### config.mk
export PLATFORM = sky130hd
export DESIGN_NAME = fmrb_ctrl
export DESIGN_NICKNAME = d
export VERILOG_FILES = /design/src/rtl/fmrb_pkg.sv /design/src/rtl/fmrb_ctrl.sv
export SDC_FILE = /design/constraint.sdc
export NUM_CORES = 1
export LEC_CHECK = 0
export ABC_AREA = 0
export BUFFER_PORTS_ARGS = -buffer_cell sky130_fd_sc_hd__buf_2
export CAP_MARGIN = 20
export CORE_AREA = 2 2 39 41
export CTS_BUF_LIST = sky130_fd_sc_hd__clkbuf_4
export DETAILED_ROUTE_END_ITERATION = 10
export DIE_AREA = 0 0 41 43
export GPL_ROUTABILITY_DRIVEN = 0
export GPL_TIMING_DRIVEN = 0
export PLACE_DENSITY_LB_ADDON = 0.2
export SLEW_MARGIN = 20
export SYNTH_ARGS = -nofsm -noshare
export SYNTH_HDL_FRONTEND = slang
export SYNTH_SLANG_ARGS = --single-unit
### constraint.sdc
create_clock -name i_clk -period 2.25 [get_ports i_clk]
set_input_delay 0.225 -clock i_clk [delete_from_list [all_inputs] [get_ports i_clk]]
set_output_delay 0.225 -clock i_clk [all_outputs]
set_load 0.02 [all_outputs]
### src/rtl/fmrb_pkg.sv
// ============================================================================
// fmrb_pkg
// Shared types, constants and ring-pointer helpers for the framed message
// ring buffer.
// ============================================================================
package fmrb_pkg;

    localparam int BUF_DEPTH   = 512;
    localparam int ADDR_W      = $clog2(BUF_DEPTH);
    localparam int DIST_W      = ADDR_W + 1;
    localparam int MIN_FREE    = 34;
    localparam int MAX_DATA    = 31;
    localparam int FRAME_EXTRA = 2;
    localparam int REM_MAX     = MAX_DATA + FRAME_EXTRA;

    typedef logic [ADDR_W-1:0] t_addr;

    typedef enum logic [2:0] {
        REQ_WBEGIN = 3'd0,
        REQ_WBYTE  = 3'd1,
        REQ_WEND   = 3'd2,
        REQ_RBEGIN = 3'd3,
        REQ_RBYTE  = 3'd4,
        REQ_REND   = 3'd5
    } t_req;

    typedef enum logic [1:0] {
        ST_OK    = 2'd0,
        ST_FULL  = 2'd1,
        ST_EMPTY = 2'd2,
        ST_DROP  = 2'd3
    } t_status;

    typedef enum logic [3:0] {
        DP_NONE        = 4'd0,
        DP_WBEGIN      = 4'd1,
        DP_WCLOSE      = 4'd2,
        DP_WBYTE       = 4'd3,
        DP_WEND_LEN    = 4'd4,
        DP_WEND_SUM    = 4'd5,
        DP_RBEGIN_ADDR = 4'd6,
        DP_RBEGIN_FIN  = 4'd7,
        DP_RBYTE_ADDR  = 4'd8,
        DP_RBYTE_FIN   = 4'd9,
        DP_REND        = 4'd10
    } t_dp_op;

    // Commands from the controller to the datapath.
    typedef struct packed {
        logic    capture;
        t_dp_op  op;
        logic    load;
        t_status res_status;
    } t_cmd;

    // Status from the datapath back to the controller.
    typedef struct packed {
        t_req req;
        logic open;
        logic count_full;
        logic no_room;
        logic empty;
        logic rem_zero;
    } t_flags;

    function automatic t_addr ring_next(input t_addr p);
        return (p == t_addr'(BUF_DEPTH - 1)) ? '0 : p + t_addr'(1);
    endfunction

    // Distance going forward from one slot to another, modulo the depth.
    function automatic logic [DIST_W-1:0] ring_dist(input t_addr from, input t_addr to);
        logic [DIST_W-1:0] d;
        if (to >= from) begin
            d = {1'b0, to} - {1'b0, from};
        end else begin
            d = {1'b0, to} + DIST_W'(BUF_DEPTH) - {1'b0, from};
        end
        return d;
    endfunction

    // Adds a small offset (below 64) to a slot, wrapping once at most.
    function automatic t_addr ring_add(input t_addr p, input logic [5:0] n);
        logic [DIST_W-1:0] s;
        s = {1'b0, p} + {{(DIST_W-6){1'b0}}, n};
        if (s >= DIST_W'(BUF_DEPTH)) begin
            s = s - DIST_W'(BUF_DEPTH);
        end
        return s[ADDR_W-1:0];
    endfunction

endpackage

### src/rtl/fmrb_ctrl.sv
// ============================================================================
// fmrb_ctrl
// Request sequencer: decodes each transaction against the buffer flags and
// steps the datapath through decode and, where needed, a finishing state.
// ============================================================================
module fmrb_ctrl (
    input  logic           i_clk,
    input  logic           i_rst_n,
    input  logic           start,
    output logic           busy,
    output logic           o_done,
    input  fmrb_pkg::t_flags i_flags,
    output fmrb_pkg::t_cmd o_cmd
);

    typedef enum logic [4:0] {
        S_IDLE       = 5'b00001,
        S_DECODE     = 5'b00010,
        S_WEND_SUM   = 5'b00100,
        S_RBEGIN_FIN = 5'b01000,
        S_RBYTE_FIN  = 5'b10000
    } t_state;

    t_state r_state, n_state;
    logic   r_done;

    always_comb begin
        n_state          = r_state;
        o_cmd.capture    = 1'b0;
        o_cmd.op         = fmrb_pkg::DP_NONE;
        o_cmd.load       = 1'b0;
        o_cmd.res_status = fmrb_pkg::ST_OK;
        case (r_state)
            S_IDLE: begin
                if (start) begin
                    o_cmd.capture = 1'b1;
                    n_state       = S_DECODE;
                end
            end
            S_DECODE: begin
                n_state    = S_IDLE;
                o_cmd.load = 1'b1;
                case (i_flags.req)
                    fmrb_pkg::REQ_WBEGIN: begin
                        if (i_flags.no_room) begin
                            o_cmd.op         = fmrb_pkg::DP_WCLOSE;
                            o_cmd.res_status = fmrb_pkg::ST_FULL;
                        end else begin
                            o_cmd.op = fmrb_pkg::DP_WBEGIN;
                        end
                    end
                    fmrb_pkg::REQ_WBYTE: begin
                        if (!i_flags.open || i_flags.count_full) begin
                            o_cmd.res_status = fmrb_pkg::ST_DROP;
                        end else begin
                            o_cmd.op = fmrb_pkg::DP_WBYTE;
                        end
                    end
                    fmrb_pkg::REQ_WEND: begin
                        if (!i_flags.open) begin
                            o_cmd.res_status = fmrb_pkg::ST_EMPTY;
                        end else begin
                            o_cmd.op   = fmrb_pkg::DP_WEND_LEN;
                            o_cmd.load = 1'b0;
                            n_state    = S_WEND_SUM;
                        end
                    end
                    fmrb_pkg::REQ_RBEGIN: begin
                        if (i_flags.empty) begin
                            o_cmd.res_status = fmrb_pkg::ST_EMPTY;
                        end else begin
                            o_cmd.op   = fmrb_pkg::DP_RBEGIN_ADDR;
                            o_cmd.load = 1'b0;
                            n_state    = S_RBEGIN_FIN;
                        end
                    end
                    fmrb_pkg::REQ_RBYTE: begin
                        if (i_flags.rem_zero) begin
                            o_cmd.res_status = fmrb_pkg::ST_EMPTY;
                        end else begin
                            o_cmd.op   = fmrb_pkg::DP_RBYTE_ADDR;
                            o_cmd.load = 1'b0;
                            n_state    = S_RBYTE_FIN;
                        end
                    end
                    fmrb_pkg::REQ_REND: begin
                        o_cmd.op = fmrb_pkg::DP_REND;
                    end
                    default: begin
                        o_cmd.op = fmrb_pkg::DP_NONE;
                    end
                endcase
            end
            S_WEND_SUM: begin
                o_cmd.op   = fmrb_pkg::DP_WEND_SUM;
                o_cmd.load = 1'b1;
                n_state    = S_IDLE;
            end
            S_RBEGIN_FIN: begin
                o_cmd.op   = fmrb_pkg::DP_RBEGIN_FIN;
                o_cmd.load = 1'b1;
                n_state    = S_IDLE;
            end
            S_RBYTE_FIN: begin
                o_cmd.op   = fmrb_pkg::DP_RBYTE_FIN;
                o_cmd.load = 1'b1;
                n_state    = S_IDLE;
            end
            default: begin
                n_state = S_IDLE;
            end
        endcase
    end

    always_ff @(posedge i_clk) begin
        if (!i_rst_n) begin
            r_state <= S_IDLE;
            r_done  <= 1'b0;
        end else begin
            r_state <= n_state;
            r_done  <= o_cmd.load;
        end
    end

    assign busy   = (r_state != S_IDLE);
    assign o_done = r_done;

    // The result strobe is only ever shown while the sequencer is in idle.
    a_done_idle: assert property (@(posedge i_clk) disable iff (!i_rst_n)
        r_done |-> (r_state == S_IDLE))
        else $error("result strobe outside idle");

    // Every finishing state is entered straight from decode.
    a_fin_from_decode: assert property (@(posedge i_clk) disable iff (!i_rst_n)
        (r_state == S_WEND_SUM || r_state == S_RBEGIN_FIN || r_state == S_RBYTE_FIN)
        |-> ($past(r_state) == S_DECODE))
        else $error("finishing state not entered from decode");

    // An accepted transaction always produces a result strobe.
    a_accept_result: assert property (@(posedge i_clk) disable iff (!i_rst_n)
        (start && !busy) |-> ##[2:3] r_done)
        else $error("accepted transaction gave no result");

endmodule

Yosys cells after proc, flatten, opt, wreduce, memory -nomap -nowiden --
Index checks and enable logic that the tools add are counted.
Word-level totals: word-level logic and storage cells 39, register bits 6, input port bits 11
Operators by class: reduce and logical (&&, ||, !) cells 3, mux-type cells 22, equal/unequal tests 12
Operators by type and width (number):
- $pmux 4 s6 | 1
- $pmux 5 s4 | 1
- $pmux 5 s3 | 1
- $mux 2 | 7
- $mux 4 | 3
- $mux 5 | 2
- $pmux 2 s5 | 1
- $pmux 5 s2 | 1
- $eq 3x2->1 const B | 2
- $eq 3x3->1 const B | 2
- $eq 5x1->1 const B | 1
- $eq 5x2->1 const B | 1
- $eq 5x3->1 const B | 1
- $eq 5x4->1 const B | 1
- $eq 5x5->1 const B | 1
- $ne 5x1->1 const B | 1
- $eq 3x1->1 const B | 1
- $logic_not 3->1 | 1
- $mux 1 | 3
- $mux 3 | 1
- $pmux 1 s3 | 1
- $ne 2x2->1 const B | 1
- $logic_not 1->1 | 1
- $logic_or 1x1->1 | 1

Longest topological paths before layout --
Gate-level depths: netlist of the first run.
depth after elaboration 5, mapped depth 4, depth with buffers taken out 3

Worst setup path before layout of the first run --
No wires, ideal clock.
path type register -> output, start point register r_state[1], end point output port o_cmd[4] in the netlist's numbering, arrival 1.336 ns, path buffers 0, cell stages (with the launch flop) 4, data required time 2.025 ns, slack 0.689 ns, path through dfxtp_1 nor3b_4 nand3_1 o31ai_1
RTL lines:
- start: declaration | line fmrb_ctrl.sv:24 | t_state r_state, n_state;
- start signal: assignment | line fmrb_ctrl.sv:120 | r_state <= n_state;
- end: declaration | line fmrb_ctrl.sv:13 | output fmrb_pkg::t_cmd o_cmd

==> results of run 1 <==
## stage by stage
stage	total power, uW	util [%]	area (sq um)	std cells	setup WS, ns
finish	272	46.5	643	98	0.473
global route	294	46.5	643	98	0.367
CTS	278	46.5	643	98	0.458
detailed placement	179	44.8	621	95	0.693
global placement	179	44.8	621	95	0.680
floorplan	158	-	510	61	0.689
## state kept, by name (all words and copies together), names as in the netlist
signal / flops
r_state: 5
o_done: 1
## power by group through the flow
stage	Clock [uW]	Combinational, uW	Sequential [uW]
after floorplan	0	43.7	114
after global placement	0	63.7	115
after detailed placement	0	63.6	115
after CTS	101	64.0	113
after global routing	110	70.4	114
final	95.2	63.5	113
## per-layer routing
| metal | global-route usage [%] | routed length [um] | vias up |
|---|---|---|---|
| met4 | 6.00 | 16 | 0 |
| met1 | 19.1 | 545 | 243 |
| li1 | - | - | 273 |
| met3 | 4.71 | 36 | 2 |
| met2 | 20.9 | 512 | 12 |
| met5 | 0 | 0 | - |
## layout by cell type, fill, tap and decap left out, types with 3 or more instances in the layout
cell type / netlist / final
dfxtp_1: 6 / 6
buf_2: 2 / 20
clkbuf_4: 0 / 3
nor2b_1: 4 / 4
nor2_1: 3 / 3
nand3b_1: 3 / 3
## path summary, 6_finish.rpt
kind	start	to	slack (ns)	cells past startpoint
max reg2reg	r_state[2]	r_state[0]	1.01	3
min reg2reg	r_state[4]	o_done	0.73	3
max	r_state[1]	o_cmd[4]	0.47	4
min	i_rst_n	r_state[0]	0.23	2
## critical path, cell delays in order, from the launching register on
cell and delay, ns:
dfxtp_1 0.42, nor3b_4 0.31, nand3_1 0.14, o31ai_1 0.25, buf_2 0.20
## cell type report
cell class / instances / area share (%)
buffer: 3 / 2.72
timing repair buffer: 18 / 14.0
multi-input combinational: 50 / 56.8
clock buffer: 3 / 3.50
sequential: 6 / 18.7
tap: 16 / 3.11
inverter: 2 / 1.17
## cells by family after synthesis
family,after synthesis,share of synthesized area [%]
AO/OA/AOI/OAI,14,21.8
XOR/XNOR,1,1.72
buffers and inverters,5,4.90
flip-flops,6,23.5
AND/OR/NAND/NOR,35,48.0
==> run metrics, run 1 <==
CTS tree=yes; Hold WS=0.233 ns; number of hold buffers added after CTS=0; RSZ-0062 raised after global routing=false; Post-CTS Resized=0; Worst Setup End Kind=output port; Synth cell types=36; diode count=0; number of max-cap violations=0; starting density of the core=36.9%; initial antenna violation count=0; Mean Syn Cell Area=8.37 sq um; Reg power frac=41.7%; die height=43 um; CTS root buffer=clkbuf_4; combinational power share=23.4%; Final Hold Viols=0; Final Skew=0.000627 ns; wire per inst=11.3 um; Initial DRC Count=10; Clk pwr share=35.0%; number of synthesized flops with an enable pin=0; Area Growth Syn to Fin=26.0%; top-count cell post-synth=dfxtp_1; Hold Path Class=input port to flip-flop; share of layout cells above drive strength 1=35.4%; IO Pins=21; Final ANT Viol Nets=0; Final HPWL DP=900 um; part of the cycle the worst path needs=79.0%; yosys warns=0; maximum VDD drop=230 uV; PD cells=423 nW/um^2; area leader, netlist=dfxtp_1; sw power=73.7 uW; setup bufs post-CTS=0; largest net degree at the start of global routing=11; worst path required time=2.03 ns; fillers=142; num rows=14; chip width=41 um; ys flop type=dfxtp_1; Slew Viols, Final=0; startpoint types=flip-flop; number of port buffers=18; vias per cell=5.41; critical-path maximum fanout=7; Power Internal=198 uW; Slew Limit Headroom=70.6%; residual DRC count=0; CTS max path bufs=2; Switching Fraction=27.1%; CTS buffer count=3; first-pass GRT wire length=1770 um; die area=1760 sq um; CP Class=flip-flop to output port; post-synth design cell area=510 sq um; leakage power=0.000317 uW; Worst-Skew Late Latency=0.24 ns; top area cells in the synthesized netlist=dfxtp_1 24%, nor2b_1 4.9%, nand3b_1 4.4%; outcome=finished, final reports clean; Synth Net Count=72; worst path arrival time=1.55 ns; Post-Route WL=1110 um; Yosys reg bits=6; clock sinks=6; area of the core=1380 sq um; grt ovf=0; drt pass-1 iters=4; nets@finish=95; Max Clock Freq=563 MHz; sequential area share after synthesis=23.5%; Worst-path clk slew=0.04 ns; Slew @ Worst Pin=0.434 ns; GRT Overall Usage=14.5%; cell count after synthesis=61; async set-reset flop share out of synthesis=0%; min Tclk post-route=1.78 ns; vias=530; number of global-route vias before repair=433; final setup fails=0; Reg area=120 sq um; multi-input gate area in the final layout=365 sq um; commonest cells in the netlist=6 x dfxtp_1, 4 x nor2b_1, 3 x nand3b_1, 3 x nor2_1; area share of the leading cell type in the synthesized netlist=23.5%; H-tree depth=1; post-route setup TNS=0 ns
Note: power is estimated with default switching activity, not from simulation.
==> run 2, diff against run 1 <==
- clock period: 2.25 -> 1.8 ns (I/O delays scaled with it)
==> run metrics, run 2 (synthesis gave the netlist of run 1 again) <==
largest net degree at the start of global routing=11 (unchanged); GRT Overall Usage=14.5% (unchanged); number of global-route vias before repair=433 (unchanged); vias=531 (+0.19%); maximum VDD drop=287 uV (+25%); worst path required time=1.62 ns (-0.41 ns); Max Clock Freq=594 MHz; Final ANT Viol Nets=0 (unchanged); die height=43 um (unchanged); commonest cells after routing, fill and taps aside=20 x buf_2, 6 x dfxtp_1, 4 x nor2b_1; residual DRC count=0 (unchanged); CP Class=flip-flop to output port; slowest stage delay, CP=0.42 ns (about the same); Area Growth Syn to Fin=28.4%; PD cells=523 nW/um^2 (+24%); CTS tree=yes; fillers=146 (+2.8%); Post-Route WL=1120 um (+1.1%); CTS max path bufs=2 (unchanged); commonest non-fill, non-tap cell in the layout=buf_2; area of the core=1380 sq um (unchanged); Worst-Skew Late Latency=0.24 ns (about the same); IO Pins=21 (unchanged); WHS Path Cells=2 (unchanged); share of layout cells above drive strength 1=37.3% (+2.0 points); chip width=41 um (unchanged); max reg flops=5 (unchanged); part of the cycle the worst path needs=93.6%; Initial DRC Count=9 (-1); starting density of the core=36.9% (unchanged); Worst Setup End Kind=output port; final setup fails=0 (unchanged); Reg area=120 sq um (unchanged); Slew Viols, Final=0 (unchanged); diode count=0 (unchanged); worst path arrival time=1.50 ns (-0.05 ns); post-route setup TNS=0 ns (unchanged); num rows=14 (unchanged); clock sinks=6 (unchanged); vias per cell=5.36 (-0.82%); Slew Limit Headroom=69.7% (-0.96 points); H-tree depth=1 (unchanged); CTS buffer count=3 (unchanged); number of max-cap violations=0 (unchanged); number of port buffers=18 (unchanged); drt pass-1 iters=4 (unchanged); Hold WS=0.191 ns (-0.0426 ns); outcome=finished, final reports clean; Worst-path clk slew=0.04 ns (about the same); Final HPWL DP=900 um (unchanged); Hold Path Class=input port to flip-flop; Slew @ Worst Pin=0.448 ns (+0.0142 ns); Final Skew=0.000842 ns (+0.000214 ns); Top reg by flops=r_state; critical-path maximum fanout=7 (unchanged); Final Hold Viols=0 (unchanged); grt ovf=0 (unchanged); CP max-delay cell=dfxtp_1; min Tclk post-route=1.68 ns; RSZ-0062 raised after global routing=false; multi-input gate area in the final layout=370 sq um (+1.4%); first-pass GRT wire length=1770 um (unchanged); startpoint types=flip-flop; initial antenna violation count=0 (unchanged); die area=1760 sq um (unchanged); wire per inst=11.3 um (about the same); Worst R2R Path Depth=4 (+1); leakage power=0.000323 uW (+1.7%); nets@finish=96 (+1.1%); CP cell instances=nor3b_4 > nand3_1 > o31ai_1 > buf_2; CTS root buffer=clkbuf_4
==> run 2: cell count changes in the layout (fill, tap and decap cells not counted), sizes merged <==
cell	delta
buf	+1
==> run 2: layout make-up <==
| class | instances | share of cell area (%) |
|---|---|---|
| timing repair buffer | 19 | 14.9 |
| multi-input combinational | 50 | 56.5 |
| sequential | 6 | 18.3 |
| tap | 16 | 3.05 |
| clock buffer | 3 | 3.44 |
| inverter | 2 | 1.15 |
| buffer | 3 | 2.67 |
==> run 2: worst max-delay path, delay by kind of cell, from the launching register on <==
kind,cells,cell delay (ns)
AO/OA/AOI/OAI,1,0.25
buffers and inverters,1,0.20
AND/OR/NAND/NOR,2,0.40
flip-flops,1,0.42
==> run 2: routing by layer <==
layer	vias to the layer above	track usage (%)	wire (um)
met5	-	0	0
met4	0	6.00	16
met3	2	4.71	39
met2	10	20.9	515
met1	244	19.1	551
li1	275	-	-
==> run 2: worst paths after layout <==
kind / start / end / slack [ns]
setup / recovery: r_state[1] / o_cmd[4] / 0.12
hold / removal: i_rst_n / r_state[0] / 0.19
setup reg to reg: r_state[1] / r_state[2] / 0.55
hold reg to reg: r_state[4] / o_done / 0.75
==> run 2: repair_timing <==
action                                 in CTS  in global routing
hold buffers                                0                  0
setup buffers                               0                  1
endpoints found under the hold margin       0                  0
gates resized for setup                     0                  1
setup endpoints to repair                   0                  3
==> run 2: metrics by stage <==
| stage | cell area, sq um | util (%) | setup WS, ns | std cells | total power, uW |
|---|---|---|---|---|---|
| final | 656 | 47.4 | 0.116 | 99 | 343 |
| after global routing | 656 | 47.4 | 0.00509 | 99 | 371 |
| after CTS | 643 | 46.5 | 0.0531 | 98 | 348 |
| after detailed placement | 621 | 44.8 | 0.333 | 95 | 223 |
| after global placement | 621 | 44.8 | 0.320 | 95 | 223 |
| after floorplan | 510 | - | 0.284 | 61 | 198 |
==> run 2: power breakdown <==
part / total (uW) / leakage (uW) / switching (uW) / internal, uW
Sequential: 142 / 0.0000488 / 4.88 / 137
Clock: 119 / 0.0000138 / 44.0 / 75.1
Combinational: 81.8 / 0.000260 / 44.1 / 37.7
==> run 3, diff against run 2 <==
- PLACE_DENSITY_LB_ADDON: 0.2 -> 0.15
==> run metrics, run 3 (synthesis gave the netlist of run 1 again) <==
number of port buffers=18 (unchanged); DRT met1 WL=584 um (+6.0%); Hold Path Class=input port to flip-flop; hold endpoint=r_state[0]; starting density of the core=36.9% (unchanged); Worst R2R Path Depth=5 (+1); nets@finish=97 (+1.0%); commonest cells after routing, fill and taps aside=20 x buf_2, 5 x dfxtp_1, 4 x nor2b_1; number of max-cap violations=0 (unchanged); first-pass GRT wire length=1900 um (+7.4%); met2 WL=540 um (+4.9%); area of the core=1380 sq um (unchanged); fillers=161 (+10%); H-tree depth=1 (unchanged); Top reg by flops=r_state; die height=43 um (unchanged); initial antenna violation count=0 (unchanged); part of the cycle the worst path needs=93.3% (-0.26 points); min Tclk post-route=1.68 ns (-0.00474 ns); hold path startpoint=i_rst_n; CTS tree=yes; PnR worst setup slack=0.121 ns (+0.00474 ns); residual DRC count=0 (unchanged); diode count=0 (unchanged); worst reg-to-reg setup slack=0.50 ns (-0.05 ns); Area Growth Syn to Fin=29.2%; leakage power=0.000328 uW (+1.7%); Post-Route WL=1180 um (+4.9%); WHS Path Cells=2 (unchanged); share of layout cells above drive strength 1=38.1% (+0.75 points); post-route setup TNS=0 ns (unchanged); Slew @ Worst Pin=0.430 ns (-0.0189 ns); chip width=41 um (unchanged); Final HPWL DP=920 um (+2.3%); drt pass-1 iters=4 (unchanged); IO Pins=21 (unchanged); CTS root buffer=clkbuf_4; Final Hold Viols=0 (unchanged); worst path required time=1.62 ns (about the same); RSZ-0062 raised after global routing=false; Worst-path clk slew=0.05 ns (about the same); Final ANT Viol Nets=0 (unchanged); vias=521 (-1.9%); number of global-route vias before repair=442 (+2.1%); final setup fails=0 (unchanged); worst path arrival time=1.50 ns (about the same); startpoint types=flip-flop; Slew Viols, Final=0 (unchanged); CTS max path bufs=2 (unchanged); critical-path maximum fanout=7 (unchanged); grt ovf=0 (unchanged); Crit Reg-Reg Endpoint=r_state[3]; num rows=14 (unchanged); max layer used=met3; Max Clock Freq=595 MHz (+0.28%); CTS buffer count=3 (unchanged); CP Class=flip-flop to output port; PD cells=526 nW/um^2 (+0.59%); GRT Overall Usage=15.5% (+1.0 points); Crit Reg-Reg Startpoint=r_state[3]; largest net degree at the start of global routing=11 (unchanged); vias per cell=5.21 (-2.9%); Final Skew=0.00659 ns (+0.00575 ns); maximum VDD drop=329 uV (+15%); clock sinks=6 (unchanged); Worst-Skew Late Latency=0.24 ns (about the same); wire per inst=11.8 um (+3.9%); die area=1760 sq um (unchanged); pre-CTS WS=0.330 ns (-0.00255 ns); Worst Setup End Kind=output port; met3 WL=52 um (+33%); commonest non-fill, non-tap cell in the layout=buf_2; max reg flops=5 (unchanged); Initial DRC Count=7 (-2); outcome=finished, final reports clean; Slew Limit Headroom=71.0% (+1.3 points)
## run 3: cell count changes in the layout (fill, tap and decap cells not counted)
cell	delta
a22oi_1	+1
a22oi_2	-1
buf_4	+1
dfxtp_1	-1
dfxtp_2	+1
## run 3: per-layer routing
layer  GRT usage (%)  vias up
met1            22.7      233
met4            2.00        0
met2            20.6       10
met3            7.85        0
met5               0        -
li1                -      278
## run 3: how the worst max path moves through the flow
stage                     slack (ns)        from  cells after the start        to
after floorplan                 0.28  r_state[1]                      3  o_cmd[4]
final                           0.12  r_state[3]                      4  o_cmd[3]
after CTS                       0.06  r_state[1]                      4  o_cmd[4]
after global placement          0.32  i_flags[6]                      6  o_cmd[1]
after detailed placement        0.33  i_flags[6]                      6  o_cmd[1]
after global routing            0.01  r_state[3]                      4  o_cmd[2]
## run 3: power breakdown
group / leakage [uW] / switching [uW] / internal, uW
registers: 0.0000491 / 4.89 / 137
logic: 0.000265 / 44.3 / 39.2
clock network: 0.0000138 / 45.9 / 75.2
total: 0.000328 / 95.1 / 252
## run 3: critical path: stages (launching register included)
cell and delay, ns:
dfxtp_1 0.49, xor2_1 0.14, a22oi_1 0.33, o41ai_2 0.13
buf_2 0.17
## run 3: cell type report
cell class	instances	area [sq um]	share of cell area (%)
Multi-Input combinational cell	50	365	55.4
Sequential cell	6	121	18.4
Timing Repair Buffer	20	105	15.9
Clock buffer	3	22.5	3.42
Tap cell	16	20.0	3.04
Buffer	3	17.5	2.66
Inverter	2	7.51	1.14
## run 3: repair_timing
item,in CTS,in global routing
endpoints found under the hold margin,0,0
setup buffers,0,2
gates resized for setup,0,1
hold buffers,0,0
setup endpoints to repair,0,3
## run 3: stage by stage
| stage | instance area (sq um) | util [%] | total power (uW) | instances | hold WS [ns] |
|---|---|---|---|---|---|
| finish | 659 | 47.6 | 347 | 100 | 0.180 |
| global route | 659 | 47.6 | 374 | 100 | 0.190 |
| floorplan | 510 | - | 198 | 61 | 0.283 |
| detailed placement | 621 | 44.8 | 224 | 95 | 0.439 |
| CTS | 643 | 46.5 | 350 | 98 | 0.175 |
| global placement | 621 | 44.8 | 223 | 95 | 0.435 |
